File: config.mk
export PLATFORM = sky130hd
export DESIGN_NAME = first_fit_block_allocator_top
export DESIGN_NICKNAME = d
export VERILOG_FILES = /design/src/rtl/core/ffba_pkg.sv /design/src/rtl/core/first_fit_block_allocator_top.sv
export SDC_FILE = /design/constraint.sdc
export NUM_CORES = 2
export LEC_CHECK = 0
export ABC_CLOCK_PERIOD_IN_PS = 12600
export BUFFER_PORTS_ARGS = -buffer_cell sky130_fd_sc_hd__buf_2
export CAP_MARGIN = 0
export CORE_AREA = 5 5 587 821
export DETAILED_ROUTE_END_ITERATION = 7
export DIE_AREA = 0 0 592 826
export PLACE_DENSITY_LB_ADDON = 0.08
export SLEW_MARGIN = 40
export SYNTH_ARGS = -nofsm -noshare
export SYNTH_HDL_FRONTEND = slang
export SYNTH_MEMORY_MAX_BITS = 65536
export SYNTH_SLANG_ARGS = --single-unit
export TNS_END_PERCENT = 5
File: constraint.sdc
create_clock -name clk_i -period 12.6 [get_ports clk_i]
set_input_delay 1.89 -clock clk_i [delete_from_list [all_inputs] [get_ports clk_i]]
set_output_delay 1.89 -clock clk_i [all_outputs]
set_load 0.02 [all_outputs]
File: src/rtl/core/ffba_pkg.sv
// Shared types and codes for the first-fit block allocator.
package ffba_pkg;

  typedef enum logic [2:0] {
    ST_IDLE,
    ST_SCAN,
    ST_UPDATE,
    ST_END,
    ST_APPEND,
    ST_REPORT
  } state_e;

  localparam logic FUNC_ALLOC = 1'b0;
  localparam logic FUNC_FREE  = 1'b1;

  localparam logic [2:0] STAT_RECLAIMED = 3'd0;
  localparam logic [2:0] STAT_APPENDED  = 3'd1;
  localparam logic [2:0] STAT_FREED     = 3'd2;
  localparam logic [2:0] STAT_NOT_FOUND = 3'd3;
  localparam logic [2:0] STAT_FULL      = 3'd4;
  localparam logic [2:0] STAT_OVERFLOW  = 3'd5;

  localparam logic CFG_POOL_BASE      = 1'b0;
  localparam logic CFG_RESERVED_BYTES = 1'b1;

  localparam logic [31:0] POOL_BASE_RST      = 32'd2097152;
  localparam logic [31:0] RESERVED_BYTES_RST = 32'd1024;

  typedef struct packed {
    logic [31:0] start;
    logic [31:0] size;
    logic        used;
  } entry_t;

endpackage

File: src/rtl/core/first_fit_block_allocator_top.sv
// First-fit block allocator: block table in RAM walked by a one-entry-per-cycle scan sequencer.
// The scan reads one table entry per cycle through the single RAM read port.
// Throughput: one transaction at a time; busy is high from accept until the result strobe.
// The result is shown for one cycle on valid_o; the receiver cannot stall.
// Reset: table holds only the reserved entry, counters at one, byte count zero; no clearing pass.
module first_fit_block_allocator_top import ffba_pkg::*; #(
  parameter int TABLE_ENTRIES = 64
) (
  input  logic        clk_i,
  input  logic        rst_ni,
  input  logic        start,
  output logic        busy,
  input  logic        func_i,
  input  logic [31:0] req_bytes_i,
  input  logic [31:0] free_address_i,
  input  logic        cfg_we_i,
  input  logic        cfg_idx_i,
  input  logic [31:0] cfg_wdata_i,
  output logic        valid_o,
  output logic [31:0] address_o,
  output logic [2:0]  status_o,
  output logic [6:0]  blocks_created_o,
  output logic [6:0]  blocks_in_use_o,
  output logic [31:0] bytes_in_use_o
);

  localparam int IW = (TABLE_ENTRIES > 1) ? $clog2(TABLE_ENTRIES) : 1;
  localparam int CW = $clog2(TABLE_ENTRIES + 1);
  localparam int SW = (CW > 7) ? CW : 7;
  localparam logic [CW-1:0] NUM_ENTRIES = CW'(TABLE_ENTRIES);

  state_e state_q, state_d;

  logic [31:0] pool_base_q, reserved_bytes_q;
  logic        func_q;
  logic [31:0] req_q, faddr_q;

  logic [CW-1:0] entry_count_q, entry_count_d;
  logic [CW-1:0] used_count_q, used_count_d;
  logic [31:0]   user_bytes_q, user_bytes_d;

  logic [CW-1:0] scan_idx_q, scan_idx_d;
  logic          rdv_q, rdv_d;
  logic [IW-1:0] chk_idx_q, chk_idx_d;
  logic [32:0]   end_q, end_d;

  logic [31:0] res_addr_q, res_addr_d;
  logic [2:0]  res_status_q, res_status_d;

  logic        valid_d;
  logic [31:0] address_d, bytes_in_use_d;
  logic [2:0]  status_d;
  logic [6:0]  blocks_created_d, blocks_in_use_d;

  entry_t        mem_q [TABLE_ENTRIES];
  entry_t        rdata_q;
  logic          rd_en;
  logic [IW-1:0] rd_addr;
  logic          wr_en;
  logic [IW-1:0] wr_addr;
  entry_t        wr_data;

  logic        hit;
  logic [32:0] add_sum, sub_diff, tot_sum;
  logic [33:0] new_end;
  logic [SW-1:0] ec_ext, uc_ext;

  always_ff @(posedge clk_i) begin
    if (wr_en) begin
      mem_q[wr_addr] <= wr_data;
    end
    if (rd_en) begin
      rdata_q <= mem_q[rd_addr];
    end
  end

  always_ff @(posedge clk_i or negedge rst_ni) begin
    if (!rst_ni) begin
      pool_base_q      <= POOL_BASE_RST;
      reserved_bytes_q <= RESERVED_BYTES_RST;
    end else if (cfg_we_i) begin
      case (cfg_idx_i)
        CFG_POOL_BASE:      pool_base_q      <= cfg_wdata_i;
        CFG_RESERVED_BYTES: reserved_bytes_q <= cfg_wdata_i;
        default:            pool_base_q      <= pool_base_q;
      endcase
    end
  end

  always_ff @(posedge clk_i) begin
    if (start && !busy) begin
      func_q  <= func_i;
      req_q   <= req_bytes_i;
      faddr_q <= free_address_i;
    end
    chk_idx_q        <= chk_idx_d;
    end_q            <= end_d;
    res_addr_q       <= res_addr_d;
    res_status_q     <= res_status_d;
    address_o        <= address_d;
    status_o         <= status_d;
    blocks_created_o <= blocks_created_d;
    blocks_in_use_o  <= blocks_in_use_d;
    bytes_in_use_o   <= bytes_in_use_d;
  end

  always_ff @(posedge clk_i or negedge rst_ni) begin
    if (!rst_ni) begin
      state_q       <= ST_IDLE;
      entry_count_q <= CW'(1);
      used_count_q  <= CW'(1);
      user_bytes_q  <= '0;
      scan_idx_q    <= '0;
      rdv_q         <= 1'b0;
      valid_o       <= 1'b0;
    end else begin
      state_q       <= state_d;
      entry_count_q <= entry_count_d;
      used_count_q  <= used_count_d;
      user_bytes_q  <= user_bytes_d;
      scan_idx_q    <= scan_idx_d;
      rdv_q         <= rdv_d;
      valid_o       <= valid_d;
    end
  end

  assign busy = (state_q != ST_IDLE);

  always_comb begin
    if (func_q == FUNC_FREE) begin
      hit = rdv_q && rdata_q.used && (rdata_q.start == faddr_q);
    end else begin
      hit = rdv_q && !rdata_q.used && (rdata_q.size >= req_q);
    end
  end

  assign add_sum  = {1'b0, user_bytes_q} + {1'b0, (state_q == ST_APPEND) ? req_q : rdata_q.size};
  assign sub_diff = {1'b0, user_bytes_q} - {1'b0, rdata_q.size};
  assign tot_sum  = {1'b0, reserved_bytes_q} + {1'b0, user_bytes_q};
  assign new_end  = {1'b0, end_q} + {2'b00, req_q};
  assign ec_ext   = SW'(entry_count_q);
  assign uc_ext   = SW'(used_count_q);

  always_comb begin
    state_d          = state_q;
    entry_count_d    = entry_count_q;
    used_count_d     = used_count_q;
    user_bytes_d     = user_bytes_q;
    scan_idx_d       = scan_idx_q;
    rdv_d            = 1'b0;
    chk_idx_d        = chk_idx_q;
    end_d            = end_q;
    res_addr_d       = res_addr_q;
    res_status_d     = res_status_q;
    valid_d          = 1'b0;
    address_d        = address_o;
    status_d         = status_o;
    blocks_created_d = blocks_created_o;
    blocks_in_use_d  = blocks_in_use_o;
    bytes_in_use_d   = bytes_in_use_o;
    rd_en            = 1'b0;
    rd_addr          = scan_idx_q[IW-1:0];
    wr_en            = 1'b0;
    wr_addr          = chk_idx_q;
    wr_data          = rdata_q;

    case (state_q)
      ST_IDLE: begin
        if (start) begin
          scan_idx_d = CW'(1);
          state_d    = ST_SCAN;
        end
      end
      ST_SCAN: begin
        if (hit) begin
          state_d = ST_UPDATE;
        end else if (scan_idx_q < entry_count_q) begin
          rd_en      = 1'b1;
          rdv_d      = 1'b1;
          chk_idx_d  = scan_idx_q[IW-1:0];
          scan_idx_d = scan_idx_q + CW'(1);
        end else if (func_q == FUNC_FREE) begin
          res_addr_d   = '0;
          res_status_d = STAT_NOT_FOUND;
          state_d      = ST_REPORT;
        end else if (entry_count_q >= NUM_ENTRIES) begin
          res_addr_d   = '0;
          res_status_d = STAT_FULL;
          state_d      = ST_REPORT;
        end else begin
          state_d = ST_END;
        end
      end
      ST_UPDATE: begin
        wr_en        = 1'b1;
        wr_data.used = !rdata_q.used;
        if (func_q == FUNC_FREE) begin
          user_bytes_d = sub_diff[32] ? '0 : sub_diff[31:0];
          if (used_count_q > CW'(1)) begin
            used_count_d = used_count_q - CW'(1);
          end
          res_addr_d   = '0;
          res_status_d = STAT_FREED;
        end else begin
          user_bytes_d = add_sum[32] ? '1 : add_sum[31:0];
          if (used_count_q < NUM_ENTRIES) begin
            used_count_d = used_count_q + CW'(1);
          end
          res_addr_d   = rdata_q.start;
          res_status_d = STAT_RECLAIMED;
        end
        state_d = ST_REPORT;
      end
      ST_END: begin
        if (entry_count_q <= CW'(1)) begin
          end_d = {1'b0, pool_base_q} + {1'b0, reserved_bytes_q};
        end else begin
          end_d = {1'b0, rdata_q.start} + {1'b0, rdata_q.size};
        end
        state_d = ST_APPEND;
      end
      ST_APPEND: begin
        if (end_q[32] || (new_end > 34'h1_0000_0000)) begin
          res_addr_d   = '0;
          res_status_d = STAT_OVERFLOW;
        end else begin
          wr_en         = 1'b1;
          wr_addr       = entry_count_q[IW-1:0];
          wr_data.start = end_q[31:0];
          wr_data.size  = req_q;
          wr_data.used  = 1'b1;
          entry_count_d = entry_count_q + CW'(1);
          if (used_count_q < NUM_ENTRIES) begin
            used_count_d = used_count_q + CW'(1);
          end
          user_bytes_d = add_sum[32] ? '1 : add_sum[31:0];
          res_addr_d   = end_q[31:0];
          res_status_d = STAT_APPENDED;
        end
        state_d = ST_REPORT;
      end
      ST_REPORT: begin
        valid_d          = 1'b1;
        address_d        = res_addr_q;
        status_d         = res_status_q;
        blocks_created_d = (ec_ext > SW'(127)) ? 7'd127 : ec_ext[6:0];
        blocks_in_use_d  = (uc_ext > SW'(127)) ? 7'd127 : uc_ext[6:0];
        bytes_in_use_d   = tot_sum[32] ? '1 : tot_sum[31:0];
        state_d          = ST_IDLE;
      end
      default: begin
        state_d = ST_IDLE;
      end
    endcase
  end

endmodule
After elaboration in Yosys (flattened, before gate mapping)
Memory sizes are Yosys's and may differ from the RTL's. A register that Yosys moved wholly into a read port is not among the register bits.
Index checks and enable logic that the tools add are counted.
W data, S select, Z words.

cells by class
  eq/ne operators = 14
  bitwise logic cells = 3
  add/sub/neg operators = 10
  reduce and logical (&&, ||, !) cells = 23
  magnitude comparators = 9
  multiplexer cells = 50

operators by type and width
  cell                    count
  $mux W32                11
  $add A32 B32 Y33        4
  $pmux W32 S3            1
  $mux W65                1
  $mux W64                1
  $pmux W32 S2            1
  $mux W7                 7
  $add A33 B32 Y34        1
  $gt A34 B33 Y1 const B  1
  $mux W33                1
  $sub A32 B32 Y33        1
  $eq A32 B32 Y1          1
  $ge A32 B32 Y1          1
  $mux W3                 10
  $pmux W7 S2             2
  $add A7 B1 Y7 const B   3
  $gt A7 B7 Y1 const B    2
  $mux W6                 2
  $pmux W3 S4             1
  $ne A2 B2 Y1 const B    5
  $reduce_and A2 Y1       5
  $ne A3 B3 Y1 const B    3
  $pmux W3 S3             1
  $mux W1                 8
  other kinds (21)        35

storage, ports and cells
  logic and storage cells = 131
  bits in registers = 342
  memory bits (writable) = 4160
  memories = 1
  output and inout bits = 83

memories
  name   words  bits a word  read ports  clocked after memory_dff  write ports  line                                 text
  mem_q  64     65           1           1                         1            first_fit_block_allocator_top.sv:55  entry_t mem_q [TABLE_ENTRIES];

Logic depth before layout (Yosys ltp)
  depth after elaboration = 7
  depth in mapped cells = 21

Least setup slack after synthesis
No wires, ideal clock.

  path kind = reg-to-reg
  start point = register req_q[10]
  end point = memory mem_q[37][0] (netlist name), enable pin
  library setup time = 0.588 ns
  stages on the path, launching flop included = 16
  path buffers = 3
  arrival time = 8.395 ns
  path slack = 3.617 ns
  cells stage by stage = edfxtp_1 > ha_1 > buf_2 > a21oi_2 > o21a_1 > o221ai_1 > o21bai_2 > a311oi_2 > mux2_2 > nor2_1 > o2111ai_1 > a2111oi_4 > nor2_2 > buf_4 > buf_4 > o32ai_1

on the way
  cells in the longest elaborated chain, start to end = 7

RTL lines
  element                        line                                  text
  from (decl)                    first_fit_block_allocator_top.sv:36   logic [31:0] req_q, faddr_q;
  from (signal assigned)         first_fit_block_allocator_top.sv:93   req_q <= req_bytes_i;
  $add A33 B32 Y34 *             first_fit_block_allocator_top.sv:140  assign new_end = {1'b0, end_q} + {2'b00, req_q};
  $gt A34 B33 Y1 *               first_fit_block_allocator_top.sv:223  if (end_q[32] || (new_end > 34'h1_0000_0000)) begin
  $logic_or A1 B1 Y1 *           first_fit_block_allocator_top.sv:223
  $mux W1                        first_fit_block_allocator_top.sv:223
  $pmux W1 S2                    first_fit_block_allocator_top.sv:167  case (state_q)
  $mux W1                        first_fit_block_allocator_top.sv:69   if (wr_en) begin
  $mux W1 (implied by the code)  first_fit_block_allocator_top.sv:70   mem_q[wr_addr] <= wr_data;
  to (decl)                      first_fit_block_allocator_top.sv:55

Every way passes the cells marked *; elsewhere a longest branch is shown, timed or not.

Final worst setup path
  start point = register req_q[0]
  end point = memory mem_q[0][44] (netlist name), enable pin

Same word-level chain as after synthesis.

==> impl_metrics.csv <==
group,metric,value,unit
pwr,p_leak,67.21,nW
routing,drtPass1Iterations,6,
final_layout,largest_reg_flops,4160,
critical_path,reg2reg_slack,4860,ps
critical_path,start_kind,"flip-flop",
timing,rsz0062_at_grt,"false",
cts,cts.repair.resized,0,
synth,ys.warnings.count,0,
cts,cts_sinks,4567,
routing,drc,0,
floorplan,die_area,489000,sq um
cts,post_cts_buffers,0,
synth,synth-edff-count,4445,
final_layout,final_cell_mix,"edfxtp_1, mux4_2, clkbuf_16, nand2_1, buf_4",
synth,ys_seq_area_share,74.25,%
final_layout,fill_cells,40120,
routing,wl_met3,32.64,mm
grt,grtUsageTotal,24.30,%
routing,top_layer_used,"met5",
synth,ys_ff_latch,4567,
floorplan,floorplan.initialDensity,38.86,%
hold_path,holdPathEnd,"address_o[19]$_DFFE_PP_",
routing,drt_wl_total,600.8,mm
floorplan,coreArea,473200,sq um
timing,setup_slack,4862,ps
hold_path,min_from,"res_addr_q[19]$_DFFE_PP_",
synth,async_reset_ff_share,2.671,%
grt,grt_pass1_vias,96540,
timing,slew_violations,0,
grt,antenna_found_initial,43,
final_layout,regMostFlops,"mem_q",
placed_design,gp_congestion,0.9102,
final_layout,largestRegisters,"mem_q: 4160 flops, rdata_q: 65 flops, end_q: 33 flops",
hold_path,hold_path_depth,0,
routing,dr_total_vias,93000,
grt,grt_pass1_wl,821.1,mm
floorplan,die_w,592,um
routing,drt-initial-drc-count,9590,
placed_design,portBuffers,184,
timing,min_period_over_period,61.41,%
critical_path,cp.required,13220,ps
placed_design,pre_cts_ws,4865,ps
synth,yosys.area.top_type_share,72.59,%
cts,path_clk_slew,60,ps
routing,wl_per_cell,37.72,um
timing,hold_viol_final,0,
cts,cts_buffers,446,
timing,setup_viol,0,
synth,synth.area.top_cells,"edfxtp_1, mux4_2, dfrtp_1, ha_1, nand2_1",
timing,maxSlewHeadroom,37.69,%
synth,synth_area_leader_cell,"edfxtp_1",
timing,clock-skew-final,75.80,ps
final_layout,mostFrequentLayoutCell,"edfxtp_1",
timing,fin_crit,7738,ps
critical_path,end_kind,"flip-flop",
synth,synth_cell_type_count,94,
run_status,status,"finished clean",
routing,viasPerCell,5.838,
floorplan,rows,299,
routing,wl_met1,238.6,mm
flow_run,cap_violations,0,
cts,cts_root_buffer,"clkbuf_16",
critical_path,r2r-end,"mem_q[0][44]$_DFFE_PP_",
critical_path,path_max_fanout,37,
synth,syn_nets,8978,
timing,fin_setup_tns,0,ps
critical_path,cp_data_arrival_time,8360,ps
routing,ant_nets,0,
critical_path,r2r_cells,20,
cts,cts_buffer_depth,4,
placed_design,place_area,196200,sq um
cts,cts-hold-fix-buffers,0,
final_layout,register_area,136600,sq um
pwr,ir_drop,176.6,uV
critical_path,crit_type,"reg -> reg",
cts,clk_latency,1050,ps
critical_path,r2r_start,"req_q[0]$_DFFE_PP_",
floorplan,ios,185,
final_layout,multiInputGateArea,46630,sq um
timing,max_freq,129.2,MHz
grt,grt_start_max_net_pins,118,
cts,htree_num_levels,5,
timing,tightest_slew,934.6,ps
final_layout,syn_to_final_growth,14.70,%
final_layout,finalCoreUtilization,44.57,%
final_layout,final_nets,9559,
pwr,powerDensity,240.1,nW/um^2
cts,cts_tree,"built",
synth,synth-main-ff-cell,"edfxtp_1",
synth,syn_area,183900,sq um
routing,dr_wl_met2,308.6,mm
final_layout,drive_gt1_share,29.35,%
final_layout,final_area,210900,sq um
placed_design,dpl.hpwl,367.3,mm
floorplan,die_y,826,um
grt,overflow,0,
synth,syn_avg_cell_area,21.30,sq um
hold_path,hp-class,"reg -> reg",
synth,netlist_instances,8634,
## worst max-delay path, cell delays in order, from the launching register on
cell and delay [ps]:
edfxtp_1 440, ha_1 240, inv_1 70, fa_1 410, nor2b_1 260, o31a_1 320, o31ai_2 140, a21oi_1 400
a21oi_1 220, o21a_1 230, nor4_1 360, nand4_1 210, a2111oi_4 350, buf_4 610, nor2_4 40, buf_4 340
mux2i_2 230, buf_4 250, nor2_4 630, buf_6 610, buf_4 790
## area by class of cell
| class | instances | area share, % |
|---|---|---|
| Antenna cell | 12 | 0.01424 |
| Clock buffer | 541 | 5.525 |
| Clock inverter | 288 | 1.330 |
| Inverter | 127 | 0.2260 |
| Multi-Input combinational cell | 3530 | 22.11 |
| Sequential cell | 4567 | 64.74 |
| Tap cell | 6321 | 3.750 |
| Timing Repair Buffer | 543 | 2.300 |
## power by group
part	switching [mW]	internal, mW
Sequential	0.715	20.1
Combinational	10.3	6.18
Clock	5.88	7.51
## metrics by stage
stage | instances | hold WS [ps] | total power, mW
5_1_grt | 15920 | 421.5 | 52.78
6_report | 15930 | 416.9 | 50.65
3_3_place_gp | 15040 | 406.8 | 37.34
4_1_cts | 15910 | 418.4 | 51.19
2_1_floorplan | 8634 | 400.3 | 31.30
3_5_place_dp | 15080 | 404.5 | 37.73
## layer usage
layer	global-route usage [%]	up-vias
met5	0	-
met4	7.212	20
met3	3.511	758
met2	42.49	3015
met1	31.54	51810
li1	-	37390
## cell usage after synthesis, types with 76 or more instances
master    count
buf_1       101
nand2_1     383
ha_1        236
xnor2_1     108
clkbuf_1    296
edfxtp_1   4445
a21o_1       91
o21ai_0     232
dfrtp_1     118
inv_1       125
xor2_1       76
mux4_2     1365
nor2_1      203
a21oi_1     207
## kinds of logic (layout without fill, tap and decap cells)
| family | Yosys count | after routing | synth area share (%) |
|---|---|---|---|
| adders and majority gates | 242 | 242 | 1.671 |
| AOI/OAI and AO/OA | 788 | 788 | 2.717 |
| DFF | 4567 | 4567 | 74.25 |
| muxes | 1451 | 1451 | 17.25 |
| and+or+nand+nor | 865 | 865 | 2.127 |
| other | 0 | 12 | 0 |
| xor gates and xnor gates | 184 | 184 | 0.8764 |
| buffers and inverters | 537 | 1499 | 1.108 |
## worst max-delay path by stage
stage / start / to / cells after the start
finish: req_q[0]$_DFFE_PP_ / mem_q[0][44]$_DFFE_PP_ / 20
detailed placement: req_q[0]$_DFFE_PP_ / mem_q[0][64]$_DFFE_PP_ / 20
global route: req_q[0]$_DFFE_PP_ / mem_q[0][44]$_DFFE_PP_ / 20
global placement: req_q[0]$_DFFE_PP_ / mem_q[0][64]$_DFFE_PP_ / 20
floorplan: req_q[10]$_DFFE_PP_ / mem_q[37][0]$_DFFE_PP_ / 15
CTS: req_q[0]$_DFFE_PP_ / mem_q[0][44]$_DFFE_PP_ / 20
Note: power is estimated with default switching activity, not from simulation.
